===== src/rtl/sff_pkg.sv =====
package sff_pkg;

  localparam int unsigned TapsDefault = 81;
  localparam int unsigned SampleW     = 16;
  localparam int unsigned CoefW       = 16;
  localparam int unsigned BankW       = 2;
  localparam int unsigned CoefIdxW    = 7;
  localparam int unsigned SwitchW     = 4;
  localparam int unsigned ProdW       = 32;
  localparam int unsigned AccW        = 40;
  localparam int unsigned InDataW     = 64;
  localparam int unsigned OutDataW    = 32;

  // Switch bit positions
  localparam int unsigned SwBypass = 0;
  localparam int unsigned SwLow    = 1;
  localparam int unsigned SwBand   = 2;
  localparam int unsigned SwHigh   = 3;

  typedef logic signed [SampleW-1:0] sample_t;
  typedef logic signed [CoefW-1:0]   coef_t;
  typedef logic signed [ProdW-1:0]   prod_t;
  typedef logic signed [AccW-1:0]    acc_t;

  localparam acc_t AccMax   = {1'b0, {(AccW-1){1'b1}}};
  localparam acc_t AccMin   = {1'b1, {(AccW-1){1'b0}}};
  localparam acc_t RoundPos = 40'sd16384;
  localparam acc_t RoundNeg = -40'sd16384;

  typedef enum logic [BankW-1:0] {
    BANK_LOW  = 2'd0,
    BANK_BAND = 2'd1,
    BANK_HIGH = 2'd2
  } bank_e;

  // Control for one history cell
  typedef struct packed {
    logic push;
    logic rot;
  } cell_ctrl_t;

  // Control for one multiply-accumulate lane
  typedef struct packed {
    logic clear;
    logic valid;
    logic round;
  } mac_ctrl_t;

  // Doubled Q15 product, saturated to 32 bits
  function automatic prod_t dmul(sample_t a, coef_t b);
    prod_t p;
    p = a * b;
    if (p == 32'sh4000_0000) begin
      return 32'sh7FFF_FFFF;
    end
    return {p[ProdW-2:0], 1'b0};
  endfunction

  // Saturating 40-bit add
  function automatic acc_t sat_add(acc_t a, acc_t b);
    logic [AccW:0] s;
    s = {a[AccW-1], a} + {b[AccW-1], b};
    if (s[AccW] != s[AccW-1]) begin
      return s[AccW] ? AccMin : AccMax;
    end
    return s[AccW-1:0];
  endfunction

  // Shift right 15 (floor) and saturate to 16 bits
  function automatic sample_t sat_out(acc_t a);
    logic signed [AccW-16:0] sh;
    sh = a[AccW-1:15];
    if (sh > 25'sd32767) begin
      return 16'sh7FFF;
    end
    if (sh < -25'sd32768) begin
      return 16'sh8000;
    end
    return sh[SampleW-1:0];
  endfunction

endpackage


===== src/rtl/sff_cell.sv =====
module sff_cell
  import sff_pkg::*;
(
  input  logic       clk_i,
  input  logic       rst_ni,
  input  cell_ctrl_t ctrl_i,
  input  sample_t    push_l_i,
  input  sample_t    push_r_i,
  input  sample_t    rot_l_i,
  input  sample_t    rot_r_i,
  output sample_t    l_o,
  output sample_t    r_o
);

  sample_t l_q, r_q;

  // Take the newer neighbor's pair on push, the next tap's pair on rotate
  always_ff @(posedge clk_i or negedge rst_ni) begin
    if (!rst_ni) begin
      l_q <= '0;
      r_q <= '0;
    end else if (ctrl_i.push) begin
      l_q <= push_l_i;
      r_q <= push_r_i;
    end else if (ctrl_i.rot) begin
      l_q <= rot_l_i;
      r_q <= rot_r_i;
    end
  end

  assign l_o = l_q;
  assign r_o = r_q;

endmodule


===== config.mk =====
export PLATFORM = sky130hd
export DESIGN_NAME = sff_cell
export DESIGN_NICKNAME = d
export VERILOG_FILES = /design/src/rtl/sff_pkg.sv /design/src/rtl/sff_cell.sv
export SDC_FILE = /design/constraint.sdc
export NUM_CORES = 1
export LEC_CHECK = 0
export BUFFER_PORTS_ARGS = -buffer_cell sky130_fd_sc_hd__buf_2
export CORE_MARGIN = 5
export CORE_UTILIZATION = 45
export CTS_CLUSTER_DIAMETER = 100
export DETAILED_ROUTE_END_ITERATION = 7
export PLACE_DENSITY = 0.95
export SLEW_MARGIN = 25
export SYNTH_ARGS = -nofsm -noshare
export SYNTH_HDL_FRONTEND = slang
export SYNTH_SLANG_ARGS = --single-unit

===== constraint.sdc =====
create_clock -name clk_i -period 1.8 [get_ports clk_i]
set_clock_uncertainty 0.2 [all_clocks]
set_input_delay 0.36 -clock clk_i [delete_from_list [all_inputs] [get_ports clk_i]]
set_output_delay 0.36 -clock clk_i [all_outputs]
set_load 0.03 [all_outputs]

# == After elaboration in Yosys (flattened, before gate mapping) ==
# Cells that the tools add are included.
# word_totals
regBits,32
input_bits,68
elab_cells,7
out_inout_bits,32
# op_classes
n_mux,4
reduce_logical,1
# ops
operator,n
$mux 16,4
$reduce_bool 2->1,1

# == Logic depth before layout (Yosys ltp) ==
# logic_depth
word_depth,2
ltp_mapped,4
mapped_depth_nobuf,2

# == Worst setup path before layout ==
# Ideal clock, no wire load.
# synth_timing
path_type,input port to flip-flop
startpoint,in ctrl_i[0] (netlist name)
endpoint,reg l_q[14] (netlist: l_o[14])
slack_ns,0.607
path_stages,4
required_time_ns,1.480
arrival_time_ns,0.873
setup_time_ns,0.120
n_path_buf,2
path_cell_list,buf_6 > buf_12 > mux2i_1 > o21ai_2
# synth_via
elab_chain_cells,1
# synth_lines
element,line_no,source
from (decl),sff_cell.sv:6,"input cell_ctrl_t ctrl_i,"
$reduce_bool 2->1 (no line),--,
to (signal assigned),sff_cell.sv:23,l_q <= push_l_i;
to (signal assigned),sff_cell.sv:26,l_q <= rot_l_i;
to (decl),sff_cell.sv:15,"sample_t l_q, r_q;"
# No other way between the ends.
# A chain may end at the register's enable or synchronous reset.

# == Worst setup path after layout ==
# layout_timing
startpoint,reg r_q[8] (netlist: r_o[8])
endpoint,out r_o[8]
# layout_lines
element,line_no,source
from (decl),sff_cell.sv:15,
from (signal assigned),sff_cell.sv:24,r_q <= push_r_i;
from (signal assigned),sff_cell.sv:27,r_q <= rot_r_i;
to (decl),sff_cell.sv:12,output sample_t r_o
# No word-level cell between the ends.

==> impl_metrics.ini <==
[die]
die_w_um = 67.98
start_util_pct = 46.06
rows = 21
dieHeight_um = 67.98
ios = 100
core-area_sq_um = 3284
fp.dieArea_sq_um = 4621

[place]
place_congestion = 0.6943
io_buffers = 99
dp_hpwl_mm = 2.681

[cells_and_area]
fin_nets = 306
n_antenna_cell = 0
mostFrequentLayoutCells = 99 x buf_2, 32 x mux2i_1, 32 x nand2_1, 32 x dfrtp_1, 29 x o21ai_1
nFillCells = 300
layout-area-overhead-vs-synth_pct = 37.97
layout_commonest_cell = buf_2
final_layout_size_suffix_gt1_share_pct = 45.61

[power_and_ir_drop]
p_seq_share_pct = 48.5
p_per_area_nw_per_um2 = 806.4
p_clk_share_pct = 24.6
peakVddDrop_mv = 0.4887
p_comb_share_pct = 26.9
power.leakage_nw = 1.151
power_mw = 1.683
p_sw_share_pct = 31.57
p_switching_mw = 0.5313
intPower_mw = 1.152

[timing]
fmax_mhz = 685.4
fin_crit_ns = 1.459
rsz0062_at_grt = false
worstMarginPinSlew_ns = 0.2393
setup_tns_ns = 0
drv_slew = 0
min_period_over_period_pct = 81.05
relSlewSlack_pct = 84.05
hold_viol = 0
setup_viol = 0

[worst_setup_path]
cp_slowest_stage_delay_ns = 0.40
cp_cell_sequence = buf_2
worstSetupStartpointType = flip-flop
worstSetupEndpointType = primary output
cp_slowest_cell = dfrtp_1
regToRegSetupSlack_ns = 0.87
arrival_ns = 0.90
cp_max_fo = 2
required_ns = 1.24
path_delay_family = flip-flops
path_buf_inv = 1
path_class = flip-flop to primary output

[logic_synthesis]
synth_cell_types = 11
synth_nets = 207
avgSynthCellArea_sq_um = 10.88
synth_seq_area_share_pct = 52.94
ys_seq_elements = 32
yosys_warnings = 0
netlist_area_sq_um = 1513
synth_cells = 139

[global_route]
grt_pass1_wl_mm = 5.388
grt_overflow = 0
antenna_found_initial = 0
grt_usage_pct = 15.95
grt_max_degree = 65
grt_pass1_vias = 1243

[status]
status = complete, no violations

[routing]
via_count = 1314
routed.top_layer = met4
drtAntennaViolNets = 0
met3_length_um = 414
drt_iter0_drc = 65
vias_per_cell = 4.611
dr.pass1.iters = 4
drc_errors = 0
route.met2.wl_mm = 1.807
routedWlPerCell_um = 12.53
wirelength_met1_mm = 1.322
wirelength_mm = 3.572

[clocking]
clk_pin_slew_worst_paths_ns = 0.09
tritoncts = done
clk_latency_ns = 0.32
cts_root_buf = clkbuf_4
cts_sinks = 32
ctsLongestPathBuffers = 2
htree_levels = 2
cts_buffers = 5

[flow_run]
maxCapViolations = 0

[min_path]
min_path_type = primary input to flip-flop
==> routing by layer <==
| layer | global-route usage (%) | vias up |
|---|---|---|
| li1 | - | 676 |
| met1 | 17.27 | 575 |
| met2 | 28.16 | 59 |
| met3 | 6.404 | 4 |
| met4 | 5.211 | 0 |
| met5 | 0 | - |
==> what timing repair did <==
action | 4_1_cts | 5_1_grt
resized for setup | 0 | 0
setup buffers | 0 | 0
setup endpoints to repair | 0 | 0
hold buffers | 1 | 0
endpoints found under the hold margin | 32 | 0
==> synthesized netlist by cell type <==
cell type | number | area share (%)
buf_2 | 5 | 1.7
mux2i_1 | 32 | 21
buf_4 | 1 | 0.50
o21ai_1 | 29 | 9.6
o21ai_0 | 2 | 0.66
o21ai_2 | 1 | 0.58
clkbuf_1 | 1 | 0.25
nand2_1 | 32 | 7.9
buf_6 | 1 | 0.74
buf_12 | 3 | 4.0
dfrtp_1 | 32 | 53
==> through the flow <==
step	cells	area (sq um)	hold slack [ns]	setup WS [ns]	utilization (%)
finish	285	2087	0.03419	0.3411	63.54
global route	285	2087	0.02776	0.2834	63.54
CTS	285	2087	0.02011	0.3184	63.54
detailed placement	276	2018	0.1273	0.4363	61.45
global placement	276	2018	0.1250	0.4564	61.45
floorplan	139	1513	-0.1356	0.6067	-
==> path summary, 6_finish.rpt <==
check	to	depth (start not counted)	startpoint
max in group asynchronous	l_o[2]$_DFFE_PN0P_	3	rst_ni
min in group asynchronous	r_o[1]$_DFFE_PN0P_	3	rst_ni
worst min register to register	l_o[11]$_DFFE_PN0P_	2	l_o[11]$_DFFE_PN0P_
worst min-delay path	l_o[14]$_DFFE_PN0P_	3	push_l_i[14]
worst max-delay path	r_o[8]	1	r_o[8]$_DFFE_PN0P_
worst max register to register	r_o[15]$_DFFE_PN0P_	2	r_o[15]$_DFFE_PN0P_
==> area by class of cell <==
cell class | instances | area, sq um | area share, %
Clock buffer | 8 | 58.81 | 2.818
Multi-Input combinational cell | 96 | 604.3 | 28.96
Sequential cell | 32 | 800.8 | 38.37
Tap cell | 46 | 57.56 | 2.758
Timing Repair Buffer | 103 | 565.5 | 27.10
==> flip-flops by register name, indices dropped and copies added (netlist names) <==
signal  count
l_o        16
r_o        16
==> logic make-up after synthesis <==
kind of cell | count (synthesis) | share of synthesized area (%)
AO/OA/AOI/OAI | 32 | 10.84
multiplexers | 32 | 21.17
flip-flops | 32 | 52.94
AND/OR/NAND/NOR | 32 | 7.941
buffers and inverters | 11 | 7.113
==> power groups by stage <==
stage	combinational [mW]	clock, mW	sequential [mW]
2_1_floorplan	0.148	0	0.968
3_3_place_gp	0.447	0	0.828
3_5_place_dp	0.459	0	0.829
4_1_cts	0.460	0.432	0.817
5_1_grt	0.493	0.463	0.826
6_report	0.452	0.415	0.816
(Power assumes the default switching activity.)
