$ cat src/rtl/sff_pkg.sv
package sff_pkg;

  localparam int unsigned TapsDefault = 81;
  localparam int unsigned SampleW     = 16;
  localparam int unsigned CoefW       = 16;
  localparam int unsigned BankW       = 2;
  localparam int unsigned CoefIdxW    = 7;
  localparam int unsigned SwitchW     = 4;
  localparam int unsigned ProdW       = 32;
  localparam int unsigned AccW        = 40;
  localparam int unsigned InDataW     = 64;
  localparam int unsigned OutDataW    = 32;

  // Switch bit positions
  localparam int unsigned SwBypass = 0;
  localparam int unsigned SwLow    = 1;
  localparam int unsigned SwBand   = 2;
  localparam int unsigned SwHigh   = 3;

  typedef logic signed [SampleW-1:0] sample_t;
  typedef logic signed [CoefW-1:0]   coef_t;
  typedef logic signed [ProdW-1:0]   prod_t;
  typedef logic signed [AccW-1:0]    acc_t;

  localparam acc_t AccMax   = {1'b0, {(AccW-1){1'b1}}};
  localparam acc_t AccMin   = {1'b1, {(AccW-1){1'b0}}};
  localparam acc_t RoundPos = 40'sd16384;
  localparam acc_t RoundNeg = -40'sd16384;

  typedef enum logic [BankW-1:0] {
    BANK_LOW  = 2'd0,
    BANK_BAND = 2'd1,
    BANK_HIGH = 2'd2
  } bank_e;

  // Control for one history cell
  typedef struct packed {
    logic push;
    logic rot;
  } cell_ctrl_t;

  // Control for one multiply-accumulate lane
  typedef struct packed {
    logic clear;
    logic valid;
    logic round;
  } mac_ctrl_t;

  // Doubled Q15 product, saturated to 32 bits
  function automatic prod_t dmul(sample_t a, coef_t b);
    prod_t p;
    p = a * b;
    if (p == 32'sh4000_0000) begin
      return 32'sh7FFF_FFFF;
    end
    return {p[ProdW-2:0], 1'b0};
  endfunction

  // Saturating 40-bit add
  function automatic acc_t sat_add(acc_t a, acc_t b);
    logic [AccW:0] s;
    s = {a[AccW-1], a} + {b[AccW-1], b};
    if (s[AccW] != s[AccW-1]) begin
      return s[AccW] ? AccMin : AccMax;
    end
    return s[AccW-1:0];
  endfunction

  // Shift right 15 (floor) and saturate to 16 bits
  function automatic sample_t sat_out(acc_t a);
    logic signed [AccW-16:0] sh;
    sh = a[AccW-1:15];
    if (sh > 25'sd32767) begin
      return 16'sh7FFF;
    end
    if (sh < -25'sd32768) begin
      return 16'sh8000;
    end
    return sh[SampleW-1:0];
  endfunction

endpackage

$ cat src/rtl/sff_mac.sv
module sff_mac
  import sff_pkg::*;
(
  input  logic      clk_i,
  input  logic      rst_ni,
  input  mac_ctrl_t ctrl_i,
  input  sample_t   sample_i,
  input  coef_t     coef_i,
  output sample_t   result_o,
  output logic      busy_o
);

  prod_t prod_q;
  logic  prod_vld_q;
  acc_t  acc_q;

  // Register the doubled product
  always_ff @(posedge clk_i) begin
    if (ctrl_i.valid) begin
      prod_q <= dmul(sample_i, coef_i);
    end
  end

  // Accumulate, then round away from zero by 2^14
  always_ff @(posedge clk_i or negedge rst_ni) begin
    if (!rst_ni) begin
      prod_vld_q <= 1'b0;
      acc_q      <= '0;
    end else begin
      prod_vld_q <= ctrl_i.valid;
      if (ctrl_i.clear) begin
        acc_q <= '0;
      end else if (prod_vld_q) begin
        acc_q <= sat_add(acc_q, {{(AccW-ProdW){prod_q[ProdW-1]}}, prod_q});
      end else if (ctrl_i.round) begin
        acc_q <= sat_add(acc_q, acc_q[AccW-1] ? RoundNeg : RoundPos);
      end
    end
  end

  assign result_o = sat_out(acc_q);
  assign busy_o   = prod_vld_q;

endmodule

$ cat config.mk
export PLATFORM = sky130hd
export DESIGN_NAME = sff_mac
export DESIGN_NICKNAME = d
export VERILOG_FILES = /design/src/rtl/sff_pkg.sv /design/src/rtl/sff_mac.sv
export SDC_FILE = /design/constraint.sdc
export NUM_CORES = 1
export LEC_CHECK = 0
export ABC_AREA = 1
export BUFFER_PORTS_ARGS = -buffer_cell sky130_fd_sc_hd__buf_2
export CORE_ASPECT_RATIO = 0.7
export CORE_MARGIN = 2
export CORE_UTILIZATION = 60
export CTS_BUF_LIST = sky130_fd_sc_hd__clkbuf_8 sky130_fd_sc_hd__clkbuf_16
export CTS_CLUSTER_SIZE = 20
export DETAILED_ROUTE_END_ITERATION = 7
export PLACE_DENSITY = 0.75
export SYNTH_ARGS = -nofsm -noshare
export SYNTH_HDL_FRONTEND = slang
export SYNTH_SLANG_ARGS = --single-unit
$ cat constraint.sdc
create_clock -name clk_i -period 4.7 [get_ports clk_i]
set_input_delay 0.235 -clock clk_i [delete_from_list [all_inputs] [get_ports clk_i]]
set_output_delay 0.235 -clock clk_i [all_outputs]
set_load 0.05 [all_outputs]
=== Word-level counts from Yosys, hierarchy flattened ===
Index checks and enable logic that the tools add are counted.

* Add/subtract/negate cells: 2
* Multipliers: 1
* Magnitude comparators: 2
* Equality and inequality tests: 3
* Multiplexer cells: 28
* Reduce and logical (&&, ||, !) cells: 1

{| class="wikitable"
|+ Operators with widths
! kind !! count
|-
| 40-bit two-way mux || 10
|-
| 16-bit two-way mux || 4
|-
| 32-bit two-way mux || 2
|-
| 40-bit by 32-bit adder with 41-bit output || 1
|-
| 40-bit by 40-bit adder with 41-bit output || 1
|-
| 32-bit == test (second input constant) || 1
|-
| 16-bit by 16-bit multiplier with 32-bit output || 1
|-
| 25-bit by 16-bit > comparator with 1-bit output (second input constant) || 1
|-
| 25-bit by 16-bit less-than comparator with 1-bit output (second input constant) || 1
|-
| 1-bit two-way mux || 12
|-
| 3-bit nonzero test || 1
|-
| 1-bit != test || 2
|}

* Flip-flop bits (word level): 73
* Output and inout bits: 17
* Logic and storage cells: 41

=== Depth between registers and ports, before layout ===
Gate-level depths: netlist of the first run.

* Word-level depth: 11
* Gate-level depth with buffers: 33

=== Worst setup path before layout of the first run ===
OpenSTA, ideal clock, no wires.

* Path kind: input -> register
* Start point: input coef_i[5]
* End point: register prod_q[6], data pin
* Arrival time: 5.911 ns
* Required time: 4.558 ns
* Path slack: -1.353 ns
* Stages: 26
* Path buffers: 3
* Cell sequence: clkbuf_1 > clkbuf_1 > nand2_1 > fa_1 > inv_1 > fa_1 > fa_1 > fa_1 > inv_1 > fa_1 > fa_1 > inv_1 > ha_1 > inv_1 > nor3_1 > nand2_1 > nor3_1 > nand2_1 > nand2_1 > nand2_1 > nand2_1 > nand3_1 > nor2_2 > nand4_4 > buf_6 > o21ai_2

* Cells in the longest elaborated chain, start to end: 5

{| class="wikitable"
|+ Ends and longest elaborated chain
! element !! RTL line !! source
|-
| start, declared || sff_mac.sv:8 || <nowiki>input coef_t coef_i,</nowiki>
|-
| 16-bit by 16-bit multiplier with 32-bit output * || sff_pkg.sv:52 || <nowiki>p = a * b;</nowiki>
|-
| 32-bit == test || sff_pkg.sv:53 || <nowiki>if (p == 32'sh4000_0000) begin</nowiki>
|-
| 1-bit two-way mux || sff_pkg.sv:53 ||
|-
| 1-bit two-way mux || sff_mac.sv:19 || <nowiki>if (ctrl_i.valid) begin</nowiki>
|-
| 32-bit two-way mux * || sff_pkg.sv:56 || <nowiki>return {p[ProdW-2:0], 1'b0};</nowiki>
|-
| end signal, assigned || sff_mac.sv:20 || <nowiki>prod_q <= dmul(sample_i, coef_i);</nowiki>
|-
| end, declared || sff_mac.sv:13 || <nowiki>prod_t prod_q;</nowiki>
|}

Mark *: on every way between the ends. The rest lies on a longest branch, timed or not. The select of a mux whose other input is x is not followed.
A chain may end at the register's enable or synchronous reset.

=== Worst setup path after layout of the first run ===
* Start point: input coef_i[1]
* End point: register prod_q[21], data pin

Same word-level chain as after synthesis.

==> impl_metrics.toml, run 1 <==
[run_status]
status = "complete, but fails checks"
violations = "setup timing"

[worst_setup_path]
slowest_delay_ps = 570
critPathKind = "in -> reg"
crit_path_frequent_cell = "inv_2"
cp-end-kind = "flip-flop"
worst_ep_required_time_ps = 4920
cp_max_fo = 7
critPathLaunchType = "input pin"
cp.arrival_ps = 6040
worst_path_max_delay_cell = "fa_1"

[floorplanning]
core-area_mm2 = 0.0312
std_cell_rows = 54
dieArea_mm2 = 0.0333
die_width_um = 217
initial_utilization_pct = 61.2
die_h_um = 153
ios = 54

[clocking]
clock-sinks = 73
htreeDepth = 3
clk_path_buf_depth = 2
clk_latency_ps = 350
cts_tree = "yes"
cts.clk_slew.worst_paths_ps = 60
cts_root_buf = "clkbuf_16"
numCtsBuffers = 9
hold_buffers = 0

[synthesis]
synth_compound_area_share_pct = 7.31
ys_ff_latch = 73
syn_avg_cell_area_um2 = 6.80
syn_inst = 2808
synthesis.area_mm2 = 0.0191
synth-adder-area-share_pct = 37.4
synth_top_family_by_area = "adder cells"
synth_fp_nets = 3258
synth_xor_area_share_pct = 2.25
synth-async-reset-ratio_pct = 56.2
ys_warn_count = 0
synthMuxAreaShare_pct = 0
synthFlopType = "dfrtp_1"
synth_edf_count = 32
synth-simple-area-share_pct = 28.1
yosysUniqueCellTypes = 46
synth-seq-area-share_pct = 10.4

[grt]
grt_max_degree = 42
track_usage_pct = 37.1
grt_pass1_wl_mm = 97.7
grt_pass1_vias = 19100
overflow = 0
antenna_found_initial = 0

[sta]
setup_slack_ps = -1120
layout_min_cycle_time_ps = 5820
finalHoldViolCount = 0
setup_viol = 32
rsz0062_at_grt = "yes"
slew_headroom_pct = 32.2
holdWs_ps = 38.5
worstMarginPinSlew_ps = 1020
clock.fmax_ghz = 0.172
period_share_pct = 124
drv_slew = 0
clock-skew-final_ps = 6.80

[detailed_routing]
vias = 19000
wl_per_cell_um = 17.4
route.detailed.drc = 0
dr.first_iter.drc_count = 1884
drt-pass1-iter-count = 6
avgViaCountPerCell = 5.51
ant_nets = 0
wirelength_mm = 60.1

[placement]
place.port_buffers = 53
place_congestion = 0.993
hpwl_mm = 49.4

[cells_and_area]
syn_to_final_growth_pct = 20.8
drive_gt1_share_pct = 18.3
final_nets = 3474
antennaDiodeCount = 0

[worst_hold_path]
hold_class = "in -> async"

[job]
drv_cap = 0
## metal layers
metal | global-route usage (%) | wire, µm
met5 | 0 | 0
met4 | 6.59 | 918
met3 | 10.3 | 7370
met2 | 54.0 | 24800
met1 | 55.6 | 27000
## cell families after synthesis
logic type / after synthesis
AND/OR/NAND/NOR: 1292
buffers and inverters: 723
adder cells (fa/ha/maj): 413
AO/OA/AOI/OAI: 258
flip-flops: 73
XOR/XNOR: 49
## final timing paths
kind | slack [ps] | end | depth (start not counted) | start
min in group clk_i | 280 | acc_q[39]$_DFFE_PN0P_ | 4 | ctrl_i[2]
worst max register to register | 420 | acc_q[9]$_DFFE_PN0P_ | 18 | acc_q[39]$_DFFE_PN0P_
worst max-delay path | -1120 | prod_q[21]$_SDFFCE_PN1P_ | 29 | coef_i[1]
worst min-delay path | 40 | acc_q[1]$_DFFE_PN0P_ | 1 | rst_ni
worst min register to register | 500 | acc_q[2]$_DFFE_PN0P_ | 2 | acc_q[2]$_DFFE_PN0P_
max in group asynchronous | 4010 | acc_q[38]$_DFFE_PN0P_ | 1 | rst_ni
## worst max-delay path, delay by kind of cell
kind | cells | cell delay, ps
buffers and inverters | 9 | 790
adders and majority gates | 7 | 3370
and+or+nand+nor | 13 | 1620
## what timing repair did
action / in CTS / in global routing
resized for setup: 189 / 83
pin swaps: 102 / 65
endpoints found under the setup margin: 32 / 32
hold endpoints to repair: 0 / 0
setup buffers: 35 / 10
gates cloned: 3 / 1
## Yosys cell counts (5+ instances only)
library cell | number | area [µm²]
a21boi_0 | 5 | 37.5
a21oi_1 | 111 | 556
buf_6 | 7 | 78.8
clkbuf_1 | 69 | 259
dfrtp_1 | 41 | 1030
edfxtp_1 | 32 | 961
fa_1 | 264 | 5290
ha_1 | 149 | 1860
inv_1 | 639 | 2400
nand2_1 | 820 | 3080
nand2_2 | 17 | 106
nand3_1 | 129 | 646
nand3b_1 | 15 | 113
nand4_1 | 44 | 275
nor2_1 | 213 | 800
nor2_2 | 10 | 62.6
nor3_1 | 23 | 115
o21ai_0 | 79 | 395
o21ai_1 | 30 | 150
o21bai_1 | 15 | 113
or2_2 | 7 | 43.8
xnor2_1 | 25 | 219
xor2_1 | 24 | 210
## metrics by stage
step / std cells / area [µm²] / worst slack, ps / utilization, % / setup TNS (ps)
after floorplan: 2808 / 19900 / -812 / - / -25010
after detailed placement: 3386 / 21400 / -1700 / 68.7 / -52970
after CTS: 3439 / 22700 / -942 / 72.8 / -29540
after global placement: 3386 / 21400 / -1670 / 68.7 / -52900
after global routing: 3449 / 23100 / -1210 / 73.9 / -37920
final: 3449 / 23100 / -1120 / 73.9 / -34850
## cell type report
| class | count | area, µm² |
|---|---|---|
| clock buffer | 11 | 264 |
| multi-input combinational | 2012 | 15300 |
| sequential | 73 | 1990 |
| clock inverter | 5 | 42.5 |
| tap | 420 | 526 |
| inverter | 642 | 2420 |
| fill | 2418 | 8150 |
| timing repair buffer | 286 | 2490 |
## cells in the final DEF (no fill, tap or decap), types with 31 or more instances in the layout
| master | netlist | final |
|---|---|---|
| o21ai_1 | 30 | 36 |
| nor2_1 | 213 | 187 |
| nand2_1 | 820 | 754 |
| fa_1 | 264 | 244 |
| inv_1 | 639 | 596 |
| o21ai_0 | 79 | 73 |
| buf_4 | 1 | 204 |
| dfrtp_1 | 41 | 41 |
| edfxtp_1 | 32 | 32 |
| nand4_1 | 44 | 44 |
| buf_6 | 7 | 31 |
| ha_1 | 149 | 127 |
| a21oi_1 | 111 | 99 |
| nand2_2 | 17 | 58 |
| nand3_1 | 129 | 122 |
| inv_2 | 2 | 40 |
## state kept, by name, summed over array words and instances, names as in the netlist
name    cells
acc_q      40
prod_q     32
busy_o      1
Power of run 1 is left out: the tool's default activity adds up to more than one toggle a clock period on the data nets, which glitch-free logic cannot reach.
==> run 2: changes to the inputs <==
CORE_ASPECT_RATIO = unset   (was 0.7)
==> impl_metrics.toml, run 2 (synthesis results as in run 1) <==
[run_status]
violations = "setup timing"
status = "complete, but fails checks"

[floorplanning]
die_width_um = 182
die_h_um = 182
ios = 54
dieArea_mm2 = 0.0333
initial_utilization_pct = 60.7
core-area_mm2 = 0.0315
std_cell_rows = 65

[worst_setup_path]
r2r_cells = 16
critical_path.startpoint = "sample_i[15]"
cp-end-kind = "flip-flop"
worst_ep_required_time_ps = 4780
cp.arrival_ps = 5730
cp_max_fo = 30
critPathKind = "in -> reg"
rr_endpoint = "acc_q[4]$_DFFE_PN0P_"
worstSetupEndpoint = "prod_q[1]$_SDFFCE_PN1P_"
reg2reg_from = "acc_q[39]$_DFFE_PN0P_"
worst_path_max_delay_cell = "fa_1"
critPathLaunchType = "input pin"
slowest_delay_ps = 560
r2r_setup_slack_ps = 660

[grt]
grt_pass1_wl_mm = 90.4
grt_pass1_vias = 18300
groute.layer.met3.usage_pct = 2.10
met1_usage_pct = 42.5
overflow = 0
track_usage_pct = 34.0
grt_max_degree = 42
grt_use_met2_pct = 62.5
antenna_found_initial = 0
busiest_layer = "met2"

[sta]
period_share_pct = 120
worstMarginPinSlew_ps = 974
setup_slack_ps = -947
clock-skew-final_ps = 11.1
finalHoldViolCount = 0
layout_min_cycle_time_ps = 5650
rsz0062_at_grt = "yes"
slew_headroom_pct = 35.0
drv_slew = 0
clock.fmax_ghz = 0.177
setup_viol = 32

[cells_and_area]
largest_reg_flops = 40
antennaDiodeCount = 0
design_area_mm2 = 0.0221
largest-register = "acc_q"
final_cell_mix = "785 x nand2_1, 616 x inv_1, 251 x fa_1"
final_nets = 3438
syn_to_final_growth_pct = 15.9
final_common_cell = "nand2_1"
drive_gt1_share_pct = 14.7

[clocking]
numCtsBuffers = 9
clk_latency_ps = 340
cts_root_buf = "clkbuf_16"
hold_buffers = 0
htreeDepth = 3
clk_path_buf_depth = 2
cts_tree = "yes"
clock-sinks = 73
cts.clk_slew.worst_paths_ps = 60

[detailed_routing]
vias = 18200
route.detailed.drc = 0
ant_nets = 0
dr.first_iter.drc_count = 1145
wl_per_cell_um = 16.2
avgViaCountPerCell = 5.35
wirelength_mm = 55.0
drt-pass1-iter-count = 5

[placement]
place_congestion = 0.984
hpwl_mm = 47.3
place.port_buffers = 53
placed_area_mm2 = 0.0214

[worst_hold_path]
hold_class = "in -> async"

[job]
drv_cap = 0
run 2: cell types whose count changed in the layout (fill, tap and decap cells not counted), moves of 7 or more:
cell / before / now
buf_4: 204 / 193
fa_2: 20 / 13
nand2_4: 24 / 8
inv_1: 596 / 616
buf_6: 31 / 5
nor2_4: 19 / 9
buf_2: 27 / 38
inv_2: 40 / 22
nand2_2: 58 / 44
nor2_1: 187 / 200
nand2_1: 754 / 785
fa_1: 244 / 251
run 2: critical path: cells and delay by family:
kind | cells | cell delay, ps
fa+ha+maj | 7 | 3380
buf+inv | 10 | 800
simple gates | 12 | 1270
run 2: final cells by class:
class / instances / area (µm²)
clock inverter: 5 / 42.5
multi-input combinational: 2012 / 15000
inverter: 642 / 2420
timing repair buffer: 250 / 1960
sequential: 73 / 1990
tap: 402 / 503
fill: 2666 / 9340
clock buffer: 11 / 264
run 2: timing repair:
action	4_1_cts	5_1_grt
pin swaps	17	13
resized for setup	61	27
cloned	1	0
setup endpoints to repair	32	32
buffers inserted	10	6
endpoints found under the hold margin	0	0
run 2: per-layer routing:
metal	vias to the layer above	wire (µm)
li1	8843	-
met3	127	2710
met1	8574	22500
met4	0	2060
met5	-	0
met2	612	27700
run 2: worst min-delay path by stage:
| stage | start | end | slack [ps] | cells past startpoint |
|---|---|---|---|---|
| CTS | rst_ni | acc_q[3]$_DFFE_PN0P_ | 70 | 1 |
| finish | rst_ni | acc_q[2]$_DFFE_PN0P_ | 50 | 1 |
| detailed placement | rst_ni | acc_q[3]$_DFFE_PN0P_ | 430 | 1 |
| global placement | rst_ni | acc_q[4]$_DFFE_PN0P_ | 420 | 1 |
| global route | rst_ni | acc_q[2]$_DFFE_PN0P_ | 130 | 1 |
| floorplan | rst_ni | acc_q[0]$_DFFE_PN0P_ | -60 | 0 |
run 2: stage by stage:
step	TNS [ps]	hold slack [ps]	utilization, %	worst slack [ps]	std cells
after floorplan	-25010	-60.6	-	-812	2808
after global placement	-42210	424	68.0	-1330	3362
after detailed placement	-45610	434	68.0	-1460	3362
after CTS	-27480	73.5	69.9	-899	3389
after global routing	-35230	129	70.3	-1140	3395
final	-28660	46.0	70.3	-947	3395
Power of run 2 is left out for the same reason.
==> run 3: changes to the inputs <==
CTS_BUF_LIST = unset   (was sky130_fd_sc_hd__clkbuf_8 sky130_fd_sc_hd__clkbuf_16)
MAX_ROUTING_LAYER = met4   (was unset)
==> impl_metrics.toml, run 3 (synthesis results as in run 1) <==
[run_status]
status = "complete, but fails checks"
violations = "setup timing"

[clocking]
cts_tree = "yes"
clock-sinks = 73
cts_root_buf = "clkbuf_16"
cts.clk_slew.worst_paths_ps = 60
hold_buffers = 0
htreeDepth = 3
clk_latency_ps = 340
clk_path_buf_depth = 2
numCtsBuffers = 9

[floorplanning]
dieArea_mm2 = 0.0333
die_h_um = 182
core-area_mm2 = 0.0315
initial_utilization_pct = 60.7
die_width_um = 182
std_cell_rows = 65
ios = 54

[sta]
layout_min_cycle_time_ps = 5810
period_share_pct = 124
slew_headroom_pct = 33.8
finalHoldViolCount = 0
worstMarginPinSlew_ps = 993
drv_slew = 0
setup_viol = 32
rsz0062_at_grt = "yes"
setup_slack_ps = -1110
clock-skew-final_ps = 12.1
holdWs_ps = 42.6
clock.fmax_ghz = 0.172

[cells_and_area]
final-seq-area_mm2 = 0.00199
design_area_mm2 = 0.0225
final_nets = 3456
final_cell_mix = "762 x nand2_1, 615 x inv_1, 253 x fa_1"
nFillCells = 2585
syn_to_final_growth_pct = 17.7
multi_input_area_mm2 = 0.0152
largest-register = "acc_q"
final_common_cell = "nand2_1"
largest_reg_flops = 40
antennaDiodeCount = 0
drive_gt1_share_pct = 16.4

[worst_setup_path]
rr_endpoint = "acc_q[20]$_DFFE_PN0P_"
crit_family = "adder cells"
critical_path.startpoint = "sample_i[6]"
crit_path_frequent_cell = "fa_1"
worstSetupEndpoint = "prod_q[19]$_SDFFCE_PN1P_"
critPathBufInv = 6
r2r_cells = 18
worst_ep_required_time_ps = 4790
cp.depth = 24
cp_max_fo = 10
worst_path_max_delay_cell = "fa_1"
cp-end-kind = "flip-flop"
reg2reg_from = "acc_q[39]$_DFFE_PN0P_"
cp.arrival_ps = 5900
slowest_delay_ps = 570
critPathKind = "in -> reg"
critPathLaunchType = "input pin"
crit_chain = "buf_2 -> nand2_1 -> fa_1 -> inv_1 -> fa_1 -> fa_1 -> fa_1 -> fa_1 -> inv_1 -> fa_1 -> inv_1 -> ha_4 -> nand4_1 -> nor2_4 -> nand4_1 -> buf_4 -> nand4_1 -> nand2_2 -> nand2_2 -> nor2_4 -> and2_4 -> nand4_4 -> clkbuf_16 -> nand2_2"
r2r_setup_slack_ps = 620

[detailed_routing]
dr.first_iter.drc_count = 1174
wirelength_mm = 56.7
vias = 18500
avgViaCountPerCell = 5.43
ant_nets = 0
route.detailed.drc = 0
drt-pass1-iter-count = 6
wl_per_cell_um = 16.6

[grt]
grt_pass1_vias = 18900
grt_max_degree = 42
track_usage_pct = 35.6
overflow = 0
antenna_found_initial = 0
grt_pass1_wl_mm = 92.1

[worst_hold_path]
hold_class = "in -> async"

[placement]
hpwl_mm = 47.8
place.port_buffers = 53
dp_worst_setup_slack_ps = -1520
place_congestion = 1.00
placed_area_mm2 = 0.0214

[job]
drv_cap = 0
run 3: how the worst min path moves through the flow:
stage,start,to,slack [ps],depth (start not counted)
final,rst_ni,acc_q[3]$_DFFE_PN0P_,40,1
after global routing,rst_ni,acc_q[3]$_DFFE_PN0P_,110,1
after CTS,rst_ni,acc_q[10]$_DFFE_PN0P_,80,1
after detailed placement,rst_ni,acc_q[4]$_DFFE_PN0P_,440,1
after global placement,rst_ni,acc_q[3]$_DFFE_PN0P_,430,1
after floorplan,rst_ni,acc_q[0]$_DFFE_PN0P_,-60,0
run 3: per-stage QoR:
stage,utilization (%),TNS (ps),cells
final,71.4,-34750,3413
after global routing,71.4,-38570,3413
after CTS,70.3,-33610,3405
after detailed placement,67.9,-47860,3364
after global placement,67.9,-46230,3364
after floorplan,-,-25010,2808
run 3: layout make-up:
class	instances	share of cell area, %
multi-input combinational	2012	67.4
sequential	73	8.84
inverter	642	10.7
tap	402	2.24
timing repair buffer	268	9.52
clock buffer	9	1.00
clock inverter	7	0.256
run 3: layer usage:
layer	track usage [%]	vias up	share of wire, %
met3	2.43	161	5.1
li1	-	8885	-
met1	42.4	8828	40
met5	-	-	0
met2	64.1	660	51
met4	12.4	0	3.8
run 3: repair_timing:
| item | CTS | global route |
|---|---|---|
| setup endpoints to repair | 32 | 33 |
| buffers inserted | 24 | 7 |
| cloned | 3 | 1 |
| resized for setup | 64 | 92 |
| pin swaps | 44 | 50 |
Power of run 3 is left out for the same reason.
